--- src/rfp_pkg.sv ---
package rfp_pkg;

    // Field widths
    localparam int unsigned BYTE_W = 8;
    localparam int unsigned DIST_W = 16;
    localparam int unsigned CFG_IDX_W = 1;

    // Configuration register indexes
    localparam logic [CFG_IDX_W-1:0] CFG_SYNC_FIRST  = 1'b0;
    localparam logic [CFG_IDX_W-1:0] CFG_SYNC_SECOND = 1'b1;

    // Sync byte reset values
    localparam logic [BYTE_W-1:0] SYNC_FIRST_RST  = 8'hA5;
    localparam logic [BYTE_W-1:0] SYNC_SECOND_RST = 8'h5A;

    // Byte held in the input register
    typedef struct packed {
        logic              valid;
        logic [BYTE_W-1:0] data;
    } byte_slot_t;

    // Current sync byte settings
    typedef struct packed {
        logic [BYTE_W-1:0] sync_first;
        logic [BYTE_W-1:0] sync_second;
    } sync_cfg_t;

endpackage

--- src/rfp_in_stage.sv ---
module rfp_in_stage (
    input  logic                           aclk,
    input  logic                           aresetn,
    input  logic                           s_valid,
    output logic                           s_ready,
    input  logic [rfp_pkg::BYTE_W-1:0]     s_byte_in,
    output rfp_pkg::byte_slot_t            slot_o,
    input  logic                           pop_i
);

    logic                       valid_reg;
    logic [rfp_pkg::BYTE_W-1:0] data_reg;

    // Take a new byte when the register is empty or drains this cycle
    assign s_ready = !valid_reg || pop_i;

    always_ff @(posedge aclk) begin
        if (!aresetn) begin
            valid_reg <= 1'b0;
        end else if (s_valid && s_ready) begin
            valid_reg <= 1'b1;
        end else if (pop_i) begin
            valid_reg <= 1'b0;
        end
    end

    // Payload: load on every accepted transaction
    always_ff @(posedge aclk) begin
        if (s_valid && s_ready) begin
            data_reg <= s_byte_in;
        end
    end

    assign slot_o.valid = valid_reg;
    assign slot_o.data  = data_reg;

endmodule

--- src/rfp_frame_fsm.sv ---
module rfp_frame_fsm (
    input  logic                           aclk,
    input  logic                           aresetn,
    input  rfp_pkg::byte_slot_t            slot_i,
    output logic                           pop_o,
    input  rfp_pkg::sync_cfg_t             cfg_i,
    output logic                           m_valid,
    input  logic                           m_ready,
    output logic                           m_frame_done,
    output logic [rfp_pkg::DIST_W-1:0]     m_distance
);

    typedef enum logic [2:0] {
        PH_HUNT  = 3'd0,
        PH_SYNC1 = 3'd1,
        PH_SYNC2 = 3'd2,
        PH_DATA1 = 3'd3,
        PH_DATA2 = 3'd4,
        PH_CHK1  = 3'd5
    } phase_t;

    phase_t                     phase_reg, phase_next;
    logic [rfp_pkg::DIST_W-1:0] sum_reg, sum_next;
    logic [rfp_pkg::DIST_W-1:0] dist_reg, dist_next;
    logic                       done_reg, done_next;
    logic                       out_valid_reg;
    logic [rfp_pkg::BYTE_W-1:0] b;

    assign b = slot_i.data;

    // Advance one byte when the result register is free or being taken
    assign pop_o = slot_i.valid && (!out_valid_reg || m_ready);

    // Framing step for the byte in the input register
    always_comb begin
        phase_next = phase_reg;
        sum_next   = sum_reg;
        dist_next  = dist_reg;
        done_next  = 1'b0;
        case (phase_reg)
            PH_HUNT: begin
                if (b == cfg_i.sync_first) begin
                    sum_next   = {{(rfp_pkg::DIST_W-rfp_pkg::BYTE_W){1'b0}}, b};
                    phase_next = PH_SYNC1;
                end
            end
            PH_SYNC1: begin
                // second-sync test wins when both sync values match
                if (b == cfg_i.sync_second) begin
                    sum_next   = sum_reg + {{(rfp_pkg::DIST_W-rfp_pkg::BYTE_W){1'b0}}, b};
                    phase_next = PH_SYNC2;
                end else if (b == cfg_i.sync_first) begin
                    sum_next   = {{(rfp_pkg::DIST_W-rfp_pkg::BYTE_W){1'b0}}, b};
                    phase_next = PH_SYNC1;
                end else begin
                    phase_next = PH_HUNT;
                end
            end
            PH_SYNC2: begin
                sum_next   = sum_reg + {{(rfp_pkg::DIST_W-rfp_pkg::BYTE_W){1'b0}}, b};
                dist_next  = {{(rfp_pkg::DIST_W-rfp_pkg::BYTE_W){1'b0}}, b};
                phase_next = PH_DATA1;
            end
            PH_DATA1: begin
                sum_next   = sum_reg + {{(rfp_pkg::DIST_W-rfp_pkg::BYTE_W){1'b0}}, b};
                dist_next  = {dist_reg[rfp_pkg::BYTE_W-1:0], b};
                phase_next = PH_DATA2;
            end
            PH_DATA2: begin
                // drop the frame on a high checksum mismatch
                if (b == sum_reg[rfp_pkg::DIST_W-1:rfp_pkg::BYTE_W]) begin
                    phase_next = PH_CHK1;
                end else begin
                    phase_next = PH_HUNT;
                end
            end
            PH_CHK1: begin
                phase_next = PH_HUNT;
                done_next  = (b == sum_reg[rfp_pkg::BYTE_W-1:0]);
            end
            default: begin
                phase_next = PH_HUNT;
            end
        endcase
    end

    // Hold framing state and the result register
    always_ff @(posedge aclk) begin
        if (!aresetn) begin
            phase_reg     <= PH_HUNT;
            sum_reg       <= '0;
            dist_reg      <= '0;
            out_valid_reg <= 1'b0;
        end else begin
            if (pop_o) begin
                phase_reg     <= phase_next;
                sum_reg       <= sum_next;
                dist_reg      <= dist_next;
                done_reg      <= done_next;
                out_valid_reg <= 1'b1;
            end else if (m_ready) begin
                out_valid_reg <= 1'b0;
            end
        end
    end

    assign m_valid      = out_valid_reg;
    assign m_frame_done = done_reg;
    assign m_distance   = dist_reg;

endmodule

--- src/range_frame_parser_top.sv ---
// Range frame parser: takes one received byte per input transaction and hunts for six-byte
// distance frames (first sync, second sync, distance high, distance low, checksum high,
// checksum low; checksum is the 16-bit wrapping sum of the four leading bytes). Every byte
// gives exactly one result: frame_done is set when the byte closed a frame with a matching
// checksum, and distance carries the current (possibly partly assembled) distance. Throughput
// is one byte per clock while m_ready is held high; the input register and the result
// register lie around the combinational framing step. s_ready depends combinationally on m_ready
// through the result register's load condition. The sync byte values are written through the
// cfg port (index 0: first sync, reset 0xA5; index 1: second sync, reset 0x5A) and take
// effect on the next byte processed; write them only while no bytes are in flight.
module range_frame_parser_top (
    input  logic                              aclk,
    input  logic                              aresetn,
    input  logic                              s_valid,
    output logic                              s_ready,
    input  logic [rfp_pkg::BYTE_W-1:0]        s_byte_in,
    output logic                              m_valid,
    input  logic                              m_ready,
    output logic                              m_frame_done,
    output logic [rfp_pkg::DIST_W-1:0]        m_distance,
    input  logic                              cfg_we,
    input  logic [rfp_pkg::CFG_IDX_W-1:0]     cfg_index,
    input  logic [rfp_pkg::BYTE_W-1:0]        cfg_wdata
);

    rfp_pkg::byte_slot_t slot;
    rfp_pkg::sync_cfg_t  sync_cfg_reg;
    logic                pop;

    // Configuration registers
    always_ff @(posedge aclk) begin
        if (!aresetn) begin
            sync_cfg_reg.sync_first  <= rfp_pkg::SYNC_FIRST_RST;
            sync_cfg_reg.sync_second <= rfp_pkg::SYNC_SECOND_RST;
        end else if (cfg_we) begin
            case (cfg_index)
                rfp_pkg::CFG_SYNC_FIRST:  sync_cfg_reg.sync_first  <= cfg_wdata;
                rfp_pkg::CFG_SYNC_SECOND: sync_cfg_reg.sync_second <= cfg_wdata;
                default: ;
            endcase
        end
    end

    rfp_in_stage u_in_stage (
        .aclk      (aclk),
        .aresetn   (aresetn),
        .s_valid   (s_valid),
        .s_ready   (s_ready),
        .s_byte_in (s_byte_in),
        .slot_o    (slot),
        .pop_i     (pop)
    );

    rfp_frame_fsm u_frame_fsm (
        .aclk         (aclk),
        .aresetn      (aresetn),
        .slot_i       (slot),
        .pop_o        (pop),
        .cfg_i        (sync_cfg_reg),
        .m_valid      (m_valid),
        .m_ready      (m_ready),
        .m_frame_done (m_frame_done),
        .m_distance   (m_distance)
    );

endmodule

--- config.mk ---
export PLATFORM = sky130hd
export DESIGN_NAME = range_frame_parser_top
export DESIGN_NICKNAME = d
export VERILOG_FILES = /design/src/rfp_pkg.sv /design/src/rfp_in_stage.sv /design/src/rfp_frame_fsm.sv /design/src/range_frame_parser_top.sv
export SDC_FILE = /design/constraint.sdc
export NUM_CORES = 1
export LEC_CHECK = 0
export BUFFER_PORTS_ARGS = -buffer_cell sky130_fd_sc_hd__buf_2
export CELL_PAD_IN_SITES_DETAIL_PLACEMENT = 1
export CELL_PAD_IN_SITES_GLOBAL_PLACEMENT = 2
export CORE_MARGIN = 3
export CORE_UTILIZATION = 39
export CTS_BUF_LIST = sky130_fd_sc_hd__clkbuf_4
export DETAILED_ROUTE_END_ITERATION = 10
export PLACE_DENSITY_LB_ADDON = 0.1
export SLEW_MARGIN = 10
export SYNTH_ARGS = -nofsm -noshare
export SYNTH_HDL_FRONTEND = slang
export SYNTH_SLANG_ARGS = --single-unit
--- constraint.sdc ---
create_clock -name aclk -period 3.8 [get_ports aclk]
set_input_delay 0.76 -clock aclk [delete_from_list [all_inputs] [get_ports aclk]]
set_output_delay 0.76 -clock aclk [all_outputs]
set_load 0.01 [all_outputs]
==> impl_metrics.py, run 1 <==
metrics = {
    "clocking": {
        "cts_sinks": 62,
        "post-cts-setup-buffers": 0,
        "clk_pin_slew_worst_paths_ns": 0.11,
        "tritoncts.num_buffers": 9,
        "cts_hold_buf": 0,
        "cts_tree": "done",
        "clkLatencyLatePin_ns": 0.40,
        "cts-resized-gates": 0,
        "cts_max_level": 3,
        "root_buffer": "clkbuf_4",
        "cts_buffer_depth": 2,
    },
    "timing": {
        "tns_ns": 0,
        "rsz0062_at_grt": "false",
        "period_share_pct": 66.0,
        "hold_viol": 0,
        "hold_ws_ns": 0.456,
        "worst_pin_slew_ns": 0.726,
        "period_needed_ns": 2.51,
        "finClkSkew_ns": 0.00905,
        "slew_headroom_pct": 51.4,
        "drv_slew": 0,
        "clock.fmax_ghz": 0.398,
        "setup_viol": 0,
    },
    "route": {
        "drtIter0Drc": 73,
        "drc": 0,
        "antenna_left": 0,
        "vias": 2777,
        "drtPass1Iterations": 4,
        "finalWirelength_mm": 8.62,
        "wl_per_cell_microns": 16.8,
        "vias_per_cell": 5.41,
    },
    "worst_setup_path": {
        "end_kind": "register",
        "path_class": "reg2reg",
        "crit_fanout": 19,
        "critPathRequiredTime_ns": 4.15,
        "start_kind": "register",
        "crit_arrival_ns": 2.86,
        "worstRegToRegCells": 6,
    },
    "synthesis": {
        "yosys.area.top_type": "dfxtp_1",
        "synth.most_common_cell": "nand2_1",
        "synthDistinctLibCells": 52,
        "yosysSeqAreaShare_pct": 42.4,
        "syn-num-nets": 402,
        "synthCells": 371,
        "synth_area_leaders": "dfxtp_1, nand2_1, edfxtp_1, a21oi_1, xnor2_1",
        "syn_area_per_cell_sq_um": 8.46,
        "synthArstFlopShare_pct": 0,
        "synthFlopType": "dfxtp_1",
        "synth_area_sq_um": 3140,
        "synth_edf_count": 9,
        "yosysWarningCount": 0,
        "yosysTopAreaCellShare_pct": 33.8,
        "ys_ff_latch": 62,
        "synth_common_cells": "nand2_1, dfxtp_1, a21oi_1, nand3_1, xnor2_1",
    },
    "power": {
        "internal-power_w": 0.000994,
        "swShare_pct": 25.7,
        "powerDensity_nw_per_um2": 377,
        "clockPowerShare_pct": 38.9,
        "p_leak_nw": 1.37,
        "combPwrFrac_pct": 8.4,
        "p_switching_w": 0.000344,
        "ir_drop_v": 0.000215,
        "seqPwrFrac_pct": 52.7,
    },
    "floorplan": {
        "dieHeight_microns": 95.7,
        "dieArea_sq_um": 9160,
        "initial_core_util_pct": 40.4,
        "ioPinCount": 41,
        "core-area_sq_um": 7770,
        "rows": 32,
        "fp.dieW_microns": 95.7,
    },
    "placed_design": {
        "hpwl_mm": 6.16,
        "place_congestion": 0.789,
        "io_buffers": 40,
    },
    "layout": {
        "fin_nets": 437,
        "layout-drive-gt1-share_pct": 16.3,
        "antennaDiodeCount": 0,
        "fillerInstances": 977,
        "area_delta_synth_final_pct": 13.0,
    },
    "global_routing": {
        "grt-ovfl-total": 0,
        "grt_pass1_vias": 2688,
        "antenna_found_initial": 0,
        "grt_pass1_wl_mm": 13.9,
        "grt_max_degree": 29,
        "track_usage_pct": 20.0,
    },
    "run": {
        "drv_cap": 0,
    },
    "outcome": {
        "status": "finished clean",
    },
    "worst_hold_path": {
        "whs_path_depth": 2,
        "worstHoldPathType": "reg2reg",
    },
}
[final timing paths]
path | startpoint | endpoint | slack (ns)
max | u_in_stage.data_reg[5] | u_frame_fsm.sum_reg[11] | 1.29
min | u_frame_fsm.m_distance[8] | u_frame_fsm.m_distance[8] | 0.46
max reg2reg | u_in_stage.data_reg[5] | u_frame_fsm.sum_reg[11] | 1.29
min reg2reg | u_frame_fsm.m_distance[8] | u_frame_fsm.m_distance[8] | 0.46
[metal layers]
| layer | up-vias | part of all wire [%] | global-route usage, % |
|---|---|---|---|
| met5 | - | 0 | 0 |
| li1 | 1372 | - | - |
| met4 | 0 | 1.7 | 6.75 |
| met1 | 1341 | 48 | 27.3 |
| met3 | 12 | 4.1 | 4.14 |
| met2 | 52 | 47 | 31.6 |
[layout by cell type, fill, tap and decap left out, drive strengths merged, types with 2 or more instances in the layout]
cell    Yosys  final
buf        11     45
and2        4      4
o21a        5      5
nor2b       4      4
nand2b      5      5
or4         3      3
a32oi       3      3
o311ai      5      5
xor2        7      7
nand2      75     75
nand4       7      7
xnor2      22     22
a31oi       2      2
edfxtp      9      9
nand3      30     30
o211ai      5      5
or3         4      4
inv        11     12
clkbuf     10      9
nor2       17     17
clkinv      0      3
dfxtp      53     53
a21oi      35     35
nor4        3      3
or2         2      2
ha          8      8
o21ai      10     10
and3        4      4
bufinv      0      2
[per-stage QoR]
stage	setup slack (ns)	instances	power (W)	util (%)	instance area (sq um)
finish	1.29	513	0.00134	45.7	3550
global route	1.14	513	0.00140	45.7	3550
CTS	1.27	513	0.00136	45.7	3550
detailed placement	1.10	497	0.000834	43.7	3390
global placement	1.16	497	0.000830	43.7	3390
floorplan	1.69	371	0.000794	-	3140
[layout make-up]
cell class	count	area (sq um)	area share (%)
inverters	11	41.3	1.16
repair buffers	45	238	6.70
well taps	102	128	3.60
flip-flops and latches	62	1330	37.5
clock buffers	9	67.6	1.90
clock inverters	7	88.8	2.50
multi-input cells	277	1650	46.6
[cell families after synthesis]
family	share of synthesized area [%]
adder cells (fa/ha/maj)	3.83
AO/OA/AOI/OAI	15.7
multiplexers	0.319
XOR/XNOR	9.05
buffers and inverters	4.94
flip-flops	42.4
AND/OR/NAND/NOR	23.8
[power groups by stage]
| stage | registers [W] | clock network [W] | logic (W) |
|---|---|---|---|
| final | 0.000705 | 0.000520 | 0.000112 |
| after CTS | 0.000706 | 0.000539 | 0.000113 |
| after floorplan | 0.000708 | 0 | 0.0000861 |
| after global placement | 0.000720 | 0 | 0.000111 |
| after global routing | 0.000708 | 0.000568 | 0.000127 |
| after detailed placement | 0.000721 | 0 | 0.000113 |
[critical path, cell delays in order, from the launching register on]
cell and delay (ns):
edfxtp_1 0.59, xnor2_1 0.25, nand4_1 0.18, o32a_1 0.58
or2_4 0.38, or4_1 0.39, nand3_1 0.09
Power figures use the tool's default switching activity.
==> run 2, diff against run 1 <==
--- a/config.mk
+++ b/config.mk
@@ -9,7 +9,7 @@
 export CELL_PAD_IN_SITES_DETAIL_PLACEMENT = 1
 export CELL_PAD_IN_SITES_GLOBAL_PLACEMENT = 2
 export CORE_MARGIN = 3
-export CORE_UTILIZATION = 39
+export CORE_UTILIZATION = 36
 export CTS_BUF_LIST = sky130_fd_sc_hd__clkbuf_4
 export DETAILED_ROUTE_END_ITERATION = 10
 export PLACE_DENSITY_LB_ADDON = 0.1
==> constraint.sdc (replaced) <==
create_clock -name aclk -period 2.5 [get_ports aclk]
set_input_delay 0.5 -clock aclk [delete_from_list [all_inputs] [get_ports aclk]]
set_output_delay 0.5 -clock aclk [all_outputs]
set_load 0.01 [all_outputs]
==> impl_metrics.py, run 2 (synthesis gave the netlist of run 1 again) <==
metrics = {
    "clocking": {
        "cts_max_level": 3,
        "cts-resized-gates": 0,
        "tritoncts.num_buffers": 9,
        "cts_tree": "done",
        "post-cts-setup-buffers": 0,
        "root_buffer": "clkbuf_4",
        "cts_buffer_depth": 2,
        "clk_pin_slew_worst_paths_ns": 0.11,
        "clkLatencyLatePin_ns": 0.43,
        "cts_sinks": 62,
        "cts_hold_buf": 0,
    },
    "global_routing": {
        "antenna_found_initial": 0,
        "grt_max_degree": 29,
        "grt_pass1_vias": 2813,
        "grt_pass1_wl_mm": 14.6,
        "track_usage_pct": 19.0,
        "grt-ovfl-total": 0,
    },
    "worst_setup_path": {
        "path_class": "reg2reg",
        "start_kind": "register",
        "end_kind": "register",
        "crit_arrival_ns": 2.74,
        "critPathRequiredTime_ns": 2.87,
        "crit_fanout": 5,
    },
    "layout": {
        "post-route-util_pct": 43.4,
        "fin_nets": 449,
        "area_delta_synth_final_pct": 15.4,
        "stdcell_area_sq_um": 3620,
        "final_cell_mix": "nand2_1, dfxtp_1, buf_2, a21oi_1, nand3_1",
        "layout-drive-gt1-share_pct": 18.7,
        "antennaDiodeCount": 0,
        "final_common_cell": "nand2_1",
    },
    "power": {
        "p_leak_nw": 1.41,
        "internal-power_w": 0.00143,
        "p_switching_w": 0.000539,
        "clockPowerShare_pct": 36.3,
        "combPwrFrac_pct": 10.0,
        "powerDensity_nw_per_um2": 545,
        "seqPwrFrac_pct": 53.8,
        "ir_drop_v": 0.000238,
        "swShare_pct": 27.3,
        "power_w": 0.00197,
    },
    "route": {
        "drtPass1Iterations": 4,
        "antenna_left": 0,
        "vias": 2827,
        "wl_per_cell_microns": 17.0,
        "drc": 0,
        "vias_per_cell": 5.35,
        "drtIter0Drc": 74,
        "finalWirelength_mm": 8.97,
    },
    "floorplan": {
        "dieArea_sq_um": 9880,
        "rows": 33,
        "core-area_sq_um": 8340,
        "dieHeight_microns": 99.4,
        "fp.dieW_microns": 99.4,
        "ioPinCount": 41,
        "initial_core_util_pct": 37.6,
    },
    "timing": {
        "drv_slew": 0,
        "clock.fmax_ghz": 0.422,
        "period_needed_ns": 2.37,
        "fin_ws_ns": 0.128,
        "worst_pin_slew_ns": 0.710,
        "setup_viol": 0,
        "hold_viol": 0,
        "tns_ns": 0,
        "slew_headroom_pct": 52.5,
        "finClkSkew_ns": 0.0208,
        "period_share_pct": 94.9,
        "rsz0062_at_grt": "false",
    },
    "placed_design": {
        "hpwl_mm": 6.69,
        "placed_area_sq_um": 3480,
        "io_buffers": 40,
        "place_congestion": 0.930,
        "place_ws_ns": 0.133,
    },
    "run": {
        "drv_cap": 0,
    },
    "outcome": {
        "status": "finished clean",
    },
    "worst_hold_path": {
        "worstHoldPathType": "in2reg",
    },
}
run 2: critical path, stage by stage (launching register included):
cell and delay (ns):
edfxtp_1 0.48, ha_1 0.25, inv_1 0.08, fa_1 0.41
nor2b_1 0.18, o31a_1 0.23, o22a_1 0.22, nand2_1 0.09
or3_1 0.30, nand3_1 0.08
run 2: final cells by class:
| type | count | area, sq um |
|---|---|---|
| clock inverters | 6 | 62.6 |
| multi-input cells | 277 | 1650 |
| fillers | 1046 | 4720 |
| clock buffers | 10 | 75.1 |
| well taps | 105 | 131 |
| repair buffers | 57 | 328 |
| flip-flops and latches | 62 | 1330 |
| inverters | 11 | 41.3 |
run 2: path summary, 6_finish.rpt:
check,slack [ns],to,cells past startpoint,start
worst max-delay path,0.13,u_frame_fsm.sum_reg[14],9,u_in_stage.data_reg[0]
worst min register to register,0.46,u_frame_fsm.m_distance[9],2,u_frame_fsm.m_distance[9]
worst min-delay path,0.25,u_in_stage.data_reg[2],1,s_byte_in[2]
worst max register to register,0.13,u_frame_fsm.sum_reg[14],9,u_in_stage.data_reg[0]
run 2: power by group through the flow:
stage | sequential (W) | clock [W] | combinational, W
final | 0.00106 | 0.000716 | 0.000197
after global routing | 0.00107 | 0.000788 | 0.000218
after CTS | 0.00106 | 0.000739 | 0.000200
after detailed placement | 0.00108 | 0 | 0.000199
after global placement | 0.00108 | 0 | 0.000196
after floorplan | 0.00108 | 0 | 0.000131
run 2: metrics by stage:
stage,hold WS (ns),cells
after global routing,0.233,528
after global placement,0.430,512
after CTS,0.226,528
after detailed placement,0.444,512
final,0.246,528
after floorplan,0.420,371
run 2: metal layers:
metal,wire [microns],global-route usage (%)
met2,4280,31.6
met4,179,7.56
met5,0,0
met1,4250,24.7
met3,262,2.81
==> run 3, diff against run 2 <==
--- a/config.mk
+++ b/config.mk
@@ -13,6 +13,7 @@
 export CTS_BUF_LIST = sky130_fd_sc_hd__clkbuf_4
 export DETAILED_ROUTE_END_ITERATION = 10
 export PLACE_DENSITY_LB_ADDON = 0.1
+export SETUP_SLACK_MARGIN = 0.2
 export SLEW_MARGIN = 10
 export SYNTH_ARGS = -nofsm -noshare
 export SYNTH_HDL_FRONTEND = slang
==> impl_metrics.py, run 3 (synthesis gave the netlist of run 1 again) <==
metrics = {
    "outcome": {
        "status": "finished clean",
    },
    "clocking": {
        "cts_buffer_depth": 2,
        "clkLatencyLatePin_ns": 0.43,
        "cts_sinks": 62,
        "clk_pin_slew_worst_paths_ns": 0.11,
        "root_buffer": "clkbuf_4",
        "cts_tree": "done",
        "cts_max_level": 3,
        "cts_hold_buf": 0,
        "tritoncts.num_buffers": 9,
    },
    "route": {
        "wl_per_cell_microns": 17.2,
        "drtIter0Drc": 66,
        "vias": 2809,
        "vias_per_cell": 5.28,
        "drtPass1Iterations": 4,
        "antenna_left": 0,
        "finalWirelength_mm": 9.17,
        "drc": 0,
    },
    "timing": {
        "rsz0062_at_grt": "true",
        "worst_pin_slew_ns": 0.704,
        "slew_headroom_pct": 53.0,
        "finClkSkew_ns": 0.0203,
        "drv_slew": 0,
        "setup_viol": 0,
        "period_share_pct": 88.7,
        "tns_ns": 0,
        "period_needed_ns": 2.22,
        "clock.fmax_ghz": 0.451,
        "hold_ws_ns": 0.248,
        "hold_viol": 0,
    },
    "layout": {
        "final_cell_mix": "nand2_1, dfxtp_1, buf_2, a21oi_1, nand3_1",
        "final_common_cell": "nand2_1",
        "fin_nets": 453,
        "area_delta_synth_final_pct": 18.0,
        "final_cells": 532,
        "antennaDiodeCount": 0,
        "layout-drive-gt1-share_pct": 21.3,
        "post-route-util_pct": 44.4,
    },
    "worst_hold_path": {
        "worstHoldPathType": "in2reg",
        "worstHoldStart": "s_byte_in[2]",
        "hold_end": "u_in_stage.data_reg[2]",
        "whs_path_depth": 1,
    },
    "worst_setup_path": {
        "crit_chain": "buf_4, ha_1, o21a_1, o21a_1, o22a_1, buf_4, a21oi_1, a21oi_1",
        "r2r_setup_slack_ns": 0.28,
        "cpMaxStageDelayCell": "edfxtp_1",
        "r2r-end": "u_frame_fsm.sum_reg[8]",
        "timing.rr.start": "u_in_stage.data_reg[5]",
        "crit_fanout": 5,
        "path_delay_family": "compound AO/OA/AOI/OAI gates",
        "critical_path.max_stage_delay_ns": 0.51,
        "crit_arrival_ns": 2.52,
        "critPathBufInv": 2,
        "critPathRequiredTime_ns": 2.80,
        "end_kind": "register",
        "start_kind": "register",
        "worstRegToRegCells": 8,
        "path_class": "reg2reg",
    },
    "floorplan": {
        "initial_core_util_pct": 37.6,
        "rows": 33,
        "fp.dieW_microns": 99.4,
        "dieArea_sq_um": 9880,
        "ioPinCount": 41,
        "dieHeight_microns": 99.4,
        "core-area_sq_um": 8340,
    },
    "power": {
        "p_leak_nw": 1.44,
        "powerDensity_nw_per_um2": 535,
        "power_w": 0.00198,
        "ir_drop_v": 0.000238,
    },
    "global_routing": {
        "grt_pass1_vias": 2843,
        "grt_pass1_wl_mm": 14.6,
        "track_usage_pct": 19.0,
        "grt-ovfl-total": 0,
        "grt_max_degree": 29,
        "antenna_found_initial": 0,
    },
    "placed_design": {
        "place_congestion": 0.930,
        "dp_cells": 512,
        "io_buffers": 40,
        "hpwl_mm": 6.69,
    },
    "run": {
        "drv_cap": 0,
    },
}
-- run 3: final cells by class --
cell class              count  area [sq um]
fillers                  1037          4640
multi-input cells         277          1700
flip-flops and latches     62          1330
repair buffers             61           362
well taps                 105           131
clock buffers              10          75.1
clock inverters             6          62.6
inverters                  11          41.3
-- run 3: worst register-to-register path: cells and delay by family, from the launching register on --
family | cells | cell delay (ns)
buffers and inverters | 2 | 0.37
AOI/OAI and AO/OA | 5 | 0.85
adders and majority gates | 1 | 0.37
DFF | 1 | 0.51
-- run 3: power breakdown --
group	switching, W	internal, W
Sequential	0.0000235	0.00104
Combinational	0.000116	0.0000893
Clock	0.000401	0.000312
-- run 3: timing repair --
| action | in CTS | in global routing |
|---|---|---|
| buffers inserted | 2 | 2 |
| gates resized for setup | 1 | 11 |
| hold endpoints to repair | 0 | 0 |
| setup endpoints to repair | 4 | 6 |
| pin swaps | 0 | 3 |
-- run 3: how the worst max path moves through the flow --
stage | from | cells past startpoint | to | slack, ns
6_report | u_in_stage.data_reg[5] | 8 | u_frame_fsm.sum_reg[8] | 0.28
5_1_grt | u_in_stage.data_reg[7] | 7 | u_frame_fsm.sum_reg[8] | 0.18
3_5_place_dp | u_in_stage.data_reg[3] | 7 | u_frame_fsm.sum_reg[13] | 0.13
3_3_place_gp | u_in_stage.data_reg[3] | 7 | u_frame_fsm.sum_reg[13] | 0.20
2_1_floorplan | u_in_stage.data_reg[6] | 8 | u_frame_fsm.sum_reg[11] | 0.45
4_1_cts | u_in_stage.data_reg[2] | 7 | u_frame_fsm.sum_reg[11] | 0.22
-- run 3: routing by layer --
metal | share of wire (%) | track usage (%) | vias up
li1 | - | - | 1400
met1 | 47 | 24.6 | 1351
met2 | 48 | 32.0 | 47
met3 | 3.0 | 2.81 | 11
met4 | 1.8 | 7.56 | 0
met5 | 0 | 0 | -
-- run 3: metrics by stage --
| step | setup WS (ns) | instance area (sq um) |
|---|---|---|
| after floorplan | 0.451 | 3140 |
| after global placement | 0.205 | 3480 |
| after detailed placement | 0.133 | 3480 |
| after CTS | 0.216 | 3640 |
| after global routing | 0.185 | 3700 |
| final | 0.282 | 3700 |
